<file path="config.mk">
export PLATFORM = sky130hd
export DESIGN_NAME = cna_front_flat
export DESIGN_NICKNAME = d
export VERILOG_FILES = /design/src/sv/cna_pkg.sv /design/src/sv/cna_if.sv /design/src/sv/cna_front.sv /design/src/flat_wrapper.sv
export SDC_FILE = /design/constraint.sdc
export NUM_CORES = 1
export LEC_CHECK = 0
export BUFFER_PORTS_ARGS = -buffer_cell sky130_fd_sc_hd__buf_2
export CAP_MARGIN = 30
export CORE_ASPECT_RATIO = 0.7
export CORE_MARGIN = 2
export CORE_UTILIZATION = 30
export CTS_CLUSTER_DIAMETER = 60
export DETAILED_ROUTE_END_ITERATION = 6
export SYNTH_ARGS = -nofsm -noshare
export SYNTH_HDL_FRONTEND = slang
export SYNTH_SLANG_ARGS = --single-unit
</file>
<file path="constraint.sdc">
create_clock -name clock -period 5.05 [get_ports clock]
set_input_delay 1.01 -clock clock [delete_from_list [all_inputs] [get_ports clock]]
set_output_delay 1.01 -clock clock [all_outputs]
set_load 0.005 [all_outputs]
</file>
<file path="src/sv/cna_pkg.sv">
package cna_pkg;

   localparam int WORD_BITS  = 32;
   localparam int FRAC_BITS  = 16;
   localparam int PROD_BITS  = 2 * WORD_BITS;
   localparam int SUM_BITS   = PROD_BITS + 1;
   localparam int WIDE_BITS  = SUM_BITS + 1;
   localparam int ADD_BITS   = WORD_BITS + 1;
   localparam int MAG_BITS   = PROD_BITS;
   localparam int DEN_BITS   = PROD_BITS;
   localparam int NUM_BITS   = MAG_BITS + FRAC_BITS;
   localparam int Q_BITS     = WORD_BITS + 1;
   localparam int REM_BITS   = DEN_BITS + 1;
   localparam int FIFO_DEPTH = 4;
   localparam int PTR_BITS   = $clog2(FIFO_DEPTH);
   localparam int CNT_BITS   = PTR_BITS + 1;

   typedef enum logic [1:0] {
      OP_ADD = 2'd0,
      OP_SUB = 2'd1,
      OP_MUL = 2'd2,
      OP_DIV = 2'd3
   } op_type;

   typedef enum logic [1:0] {
      ST_OK   = 2'd0,
      ST_OVF  = 2'd1,
      ST_DIVZ = 2'd2
   } status_type;

   typedef logic signed [WORD_BITS-1:0] word_type;

   localparam word_type WORD_MAX = {1'b0, {(WORD_BITS-1){1'b1}}};
   localparam word_type WORD_MIN = {1'b1, {(WORD_BITS-1){1'b0}}};

   typedef struct packed {
      op_type   op;
      logic     bzero;
      word_type a_re;
      word_type a_im;
      word_type b_re;
      word_type b_im;
   } item_type;

   typedef struct packed {
      word_type val;
      logic     ov;
   } sat_type;

   // one quotient lane of the restoring divider
   typedef struct packed {
      logic                neg;
      logic                big;
      logic [REM_BITS-1:0] rem;
      logic [Q_BITS-1:0]   mlow;
      logic [Q_BITS-1:0]   q;
   } div_part_type;

   function automatic sat_type sat_word(input logic signed [WIDE_BITS-1:0] x);
      sat_type                      r;
      logic signed [WIDE_BITS-1:0]  hi;
      logic signed [WIDE_BITS-1:0]  lo;
      hi = WIDE_BITS'(WORD_MAX);
      lo = WIDE_BITS'(WORD_MIN);
      if (x > hi) begin
         r.val = WORD_MAX;
         r.ov  = 1'b1;
      end else if (x < lo) begin
         r.val = WORD_MIN;
         r.ov  = 1'b1;
      end else begin
         r.val = x[WORD_BITS-1:0];
         r.ov  = 1'b0;
      end
      return r;
   endfunction

   // 2F fraction bits -> F, nearest, ties away from zero
   function automatic logic signed [WIDE_BITS-1:0] round_prod(
      input logic signed [SUM_BITS-1:0] x);
      logic                        neg;
      logic [SUM_BITS-1:0]         mag;
      logic [SUM_BITS-1:0]         sh;
      logic signed [WIDE_BITS-1:0] w;
      neg = x[SUM_BITS-1];
      mag = neg ? SUM_BITS'(-x) : SUM_BITS'(x);
      sh  = (mag + (SUM_BITS'(1) << (FRAC_BITS - 1))) >> FRAC_BITS;
      w   = signed'({1'b0, sh});
      return neg ? -w : w;
   endfunction

endpackage

</file>
<file path="src/sv/cna_if.sv">
interface cna_req_if;
   logic                          valid;
   logic                          ready;
   logic [1:0]                    op;
   logic signed [cna_pkg::WORD_BITS-1:0] a_re;
   logic signed [cna_pkg::WORD_BITS-1:0] a_im;
   logic signed [cna_pkg::WORD_BITS-1:0] b_re;
   logic signed [cna_pkg::WORD_BITS-1:0] b_im;

   modport source (output valid, op, a_re, a_im, b_re, b_im, input ready);
   modport sink   (input valid, op, a_re, a_im, b_re, b_im, output ready);
endinterface


</file>
<file path="src/sv/cna_front.sv">
module cna_front
   import cna_pkg::*;
(
   input  logic     clock,
   input  logic     reset,
   cna_req_if.sink  req,
   output item_type head_o,
   output logic     head_valid_o,
   input  logic     pop_i
);

   item_type            mem_ff [FIFO_DEPTH];
   logic [PTR_BITS-1:0] wr_ff, rd_ff;
   logic [CNT_BITS-1:0] cnt_ff, cnt_in;
   item_type            item_in;
   logic                push, pop;

   assign req.ready    = (cnt_ff != CNT_BITS'(FIFO_DEPTH));
   assign push         = req.valid && req.ready;
   assign head_valid_o = (cnt_ff != '0);
   assign pop          = pop_i && head_valid_o;
   assign head_o       = mem_ff[rd_ff];

   // classify on entry: decoded op and zero divisor flag
   always_comb begin
      item_in.op    = op_type'(req.op);
      item_in.bzero = (req.b_re == '0) && (req.b_im == '0);
      item_in.a_re  = req.a_re;
      item_in.a_im  = req.a_im;
      item_in.b_re  = req.b_re;
      item_in.b_im  = req.b_im;
   end

   always_comb begin
      cnt_in = cnt_ff;
      if (push && !pop) begin
         cnt_in = cnt_ff + CNT_BITS'(1);
      end else if (pop && !push) begin
         cnt_in = cnt_ff - CNT_BITS'(1);
      end
   end

   always_ff @(posedge clock) begin
      if (push) begin
         mem_ff[wr_ff] <= item_in;
      end
   end

   always_ff @(posedge clock) begin
      if (reset) begin
         wr_ff  <= '0;
         rd_ff  <= '0;
         cnt_ff <= '0;
      end else begin
         if (push) begin
            wr_ff <= wr_ff + PTR_BITS'(1);
         end
         if (pop) begin
            rd_ff <= rd_ff + PTR_BITS'(1);
         end
         cnt_ff <= cnt_in;
      end
   end

   a_cnt_bound: assert property (@(posedge clock) disable iff (reset)
      cnt_ff <= CNT_BITS'(FIFO_DEPTH))
      else $error("queue count beyond depth");

   a_pop_nonempty: assert property (@(posedge clock) disable iff (reset)
      pop_i |-> head_valid_o)
      else $error("pop from empty queue");

   a_ptr_track: assert property (@(posedge clock) disable iff (reset)
      (cnt_ff == '0) |-> (wr_ff == rd_ff))
      else $error("empty queue with pointers apart");

endmodule

</file>
<file path="src/flat_wrapper.sv">
// flat-port wrapper written by rule: the top's interface ports become plain ports
module cna_front_flat import cna_pkg::*;
  (clock, reset, head_o, head_valid_o, pop_i, req_valid, req_op, req_a_re, req_a_im, req_b_re, req_b_im, req_ready);
  cna_req_if req_i ();
  input  logic clock;
  input  logic reset;
  output item_type head_o;
  output logic head_valid_o;
  input  logic pop_i;
  input wire logic [$bits(req_i.valid)-1:0] req_valid;
  input wire logic [$bits(req_i.op)-1:0] req_op;
  input wire logic [$bits(req_i.a_re)-1:0] req_a_re;
  input wire logic [$bits(req_i.a_im)-1:0] req_a_im;
  input wire logic [$bits(req_i.b_re)-1:0] req_b_re;
  input wire logic [$bits(req_i.b_im)-1:0] req_b_im;
  output wire logic [$bits(req_i.ready)-1:0] req_ready;
  assign req_i.valid = req_valid;
  assign req_i.op = req_op;
  assign req_i.a_re = req_a_re;
  assign req_i.a_im = req_a_im;
  assign req_i.b_re = req_b_re;
  assign req_i.b_im = req_b_im;
  assign req_ready = req_i.ready;
  cna_front u_core (.clock(clock), .reset(reset), .req(req_i), .head_o(head_o), .head_valid_o(head_valid_o), .pop_i(pop_i));
endmodule
</file>
==> flow_metrics.tcl <==
set metrics [dict create \
    synth_top_family_by_area "multiplexers" \
    cts.sinks 533 \
    p_sw_share_pct 24.8 \
    ir_worst_vdd_mv 0.284 \
    synth_area_per_cell_sq_um 25.9 \
    portBuffers 266 \
    yosys.area_share.adder_pct 0.423 \
    seq_area_frac_synth_pct 81.5 \
    hold_class "flop to flop" \
    status "finished, final reports clean" \
    highest_layer "met5" \
    drt_iter0_drc 776 \
    max_slew_margin_pct 38.5 \
    wl_per_cell_um 20.7 \
    finalMaxSlewViolations 0 \
    setup_viol 0 \
    worstMarginPinSlew_ns 0.922 \
    nets 1214 \
    cts.htree.levels 2 \
    holdPathEnd "u_core.cnt_ff[2]$_SDFFE_PP0P_" \
    postCtsHoldBufs 0 \
    drive_above_1_share_pct 45.8 \
    clk_latency_ns 0.59 \
    reg2reg_depth 4 \
    num_vias 8985 \
    die_h_um 217 \
    p_sw_uw 2940 \
    end_kind "output pin" \
    io_pins 267 \
    max_freq_mhz 285 \
    die_w_um 309 \
    dr.pass1.iters 4 \
    crit_path_start_kind "flop" \
    final_antenna_net_count 0 \
    nFillCells 5957 \
    grt_pass1_vias 9524 \
    min_path_cells 2 \
    p_leak_uw 0.00780 \
    clockBufferDepth 3 \
    drt_wl_total_um 41300 \
    post-cts-setup-buffers 0 \
    critical_path.reg2reg.startpoint "u_core.cnt_ff[0]$_SDFFE_PP0P_" \
    clk_transition_reported_paths_ns 0.07 \
    cap_violations 0 \
    whs_ns 0.537 \
    period_needed_ns 3.50 \
    place_congestion 0.733 \
    cts_buffers 52 \
    die_area_sq_um 67200 \
    synth_xor_area_share_pct 0.179 \
    required_ns 4.04 \
    crit_chain "buf_16, buf_4, mux4_2, buf_2" \
    rsz0062_at_grt "no" \
    vias_per_cell 4.51 \
    syn_inst 755 \
    critical_path.top_delay_family "buffers and inverters" \
    p_comb_share_pct 20.7 \
    power_density_nw_per_um2 496 \
    regToRegSetupSlack_ns 2.77 \
    rows 78 \
    synthToLayoutAreaGrowth_pct 22.2 \
    antenna_found_initial 8 \
    grt_overflow 0 \
    holdCritStartpoint "u_core.cnt_ff[2]$_SDFFE_PP0P_" \
    dr_wl_met3_um 3590 \
    dr_wl_met2_um 18800 \
    synth.distinct_cells 24 \
    drc 0 \
    hold_violations 0 \
    grt_use_total_pct 12.3 \
    met1_length_um 18000 \
    synth_fp_nets 895 \
    arrival_ns 2.49 \
    r2r_end "u_core.mem_ff[1][72]$_DFFE_PP_" \
    synth_seq_cells 533 \
    initial_core_util_pct 30.2 \
    fin_total_pwr_uw 11800 \
    cp_max_fo 28 \
    grt_start_max_net_pins 53 \
    worst_path_max_delay_cell "dfxtp_4" \
    grt_pass1_wl_um 61000 \
    root_buffer "clkbuf_16" \
    synthSimpleGateAreaFrac_pct 1.07 \
    p_seq_share_pct 46.1 \
    synth_compound_area_share_pct 0.237 \
    worstSetupPathType "flop to output pin" \
    postCtsResizedCells 0 \
    setup_tns_ns 0 \
    tritoncts "built" \
    synthMuxAreaShare_pct 15.2 \
    slowest_delay_ns 0.55 \
    p_clk_share_pct 33.2 \
    p_int_uw 8900 \
    synth.cell_area_sq_um 19500 \
    yosys_warnings 0 \
    path_buf_inv 3 \
    timing.final.crit_share_pct 69.4 \
    hpwl_um 25200 \
    core_sq_um 64600 \
    skew_ns 0.0260 \
]
==> placed cells by master, fill, tap and decap left out, drive strengths merged, types with 3 or more instances in the layout <==
cell | netlist | routed
buf | 28 | 296
clkbuf | 3 | 56
ha | 5 | 5
bufinv | 0 | 8
mux4 | 131 | 131
and3 | 4 | 4
nor2 | 6 | 6
diode | 0 | 4
inv | 5 | 8
nor4 | 17 | 17
o21ai | 3 | 3
clkinv | 0 | 21
edfxtp | 524 | 524
xor2 | 4 | 4
dfxtp | 9 | 9
a21oi | 3 | 3
nand4 | 4 | 4
==> flip-flops by register name (all words and copies together) (netlist names), named ones only <==
signal         count
u_core.rd_ff       2
u_core.mem_ff    524
u_core.cnt_ff      3
u_core.wr_ff       2
==> kinds of logic after synthesis <==
kind of cell	Yosys count
xor+xnor	4
buf+inv	36
flops	533
compound gates	8
fa+ha+maj	6
simple gates	36
mux	132
==> how the worst max path moves through the flow <==
stage,startpoint,to,slack [ns],cells after the start
final,flop,head_o[99],1.55,4
after global routing,flop,head_o[93],1.35,4
after CTS,flop,head_o[13],1.10,3
after detailed placement,req_b_im[0],u_core.mem_ff[3][128]$_DFFE_PP_,1.77,4
after global placement,req_b_re[28],u_core.mem_ff[2][128]$_DFFE_PP_,1.71,5
after floorplan,req_valid,u_core.mem_ff[0][0]$_DFFE_PP_,0.48,1
==> power groups by stage <==
stage,combinational (uW),clock (uW),sequential [uW]
CTS,2450,4060,5550
global placement,2420,0,5610
global route,2680,4230,5500
floorplan,1580,0,5500
finish,2450,3920,5460
detailed placement,2440,0,5630
==> layer usage <==
layer	vias up	track usage (%)
met3	71	4.29
met5	-	0
met2	265	18.5
li1	3926	-
met1	4711	16.9
met4	12	3.56
==> synthesized netlist by cell type <==
master      n  area share, %
xor2_1      4           0.18
o31ai_1     1          0.038
buf_6       1          0.058
nand4_1     4           0.13
clkbuf_1    3          0.058
and3_1      4           0.13
or3_1       2          0.064
nor3b_1     1          0.038
mux2i_1     1          0.051
dfxtp_1     9           0.92
buf_4       3           0.12
fa_1        1           0.10
buf_8      10           0.77
nor2_1      6           0.12
a21oi_1     3          0.077
mux4_2    131             15
o311ai_0    1          0.045
nor4_1     17           0.54
nand3_1     2          0.051
inv_1       5          0.096
ha_1        5           0.32
edfxtp_1  524             81
buf_2      14           0.36
o21ai_0     3          0.077
==> layout make-up <==
class | instances | area [sq um] | share of cell area, %
clock buffers | 56 | 1340 | 5.61
diodes | 4 | 10.0 | 0.0420
clock inverters | 33 | 377 | 1.58
well taps | 880 | 1100 | 4.61
repair buffers | 296 | 1740 | 7.29
flip-flops and latches | 533 | 15900 | 66.7
multi-input cells | 186 | 3350 | 14.1
inverters | 5 | 18.8 | 0.0787
==> worst min-delay path, cell delays in order, from the launching register on <==
cell	delay, ns
dfxtp_1	0.34
o21ai_0	0.09
a21oi_1	0.06
==> per-stage QoR <==
stage	util (%)	setup WS (ns)	instances	area, sq um
3_3_place_gp	34.1	1.71	1896	22000
5_1_grt	36.9	1.35	1990	23900
6_report	36.9	1.55	1993	23900
4_1_cts	36.8	1.10	1986	23800
2_1_floorplan	-	0.484	755	19500
3_5_place_dp	34.1	1.77	1897	22100
Note: power is estimated with default switching activity, not from simulation.
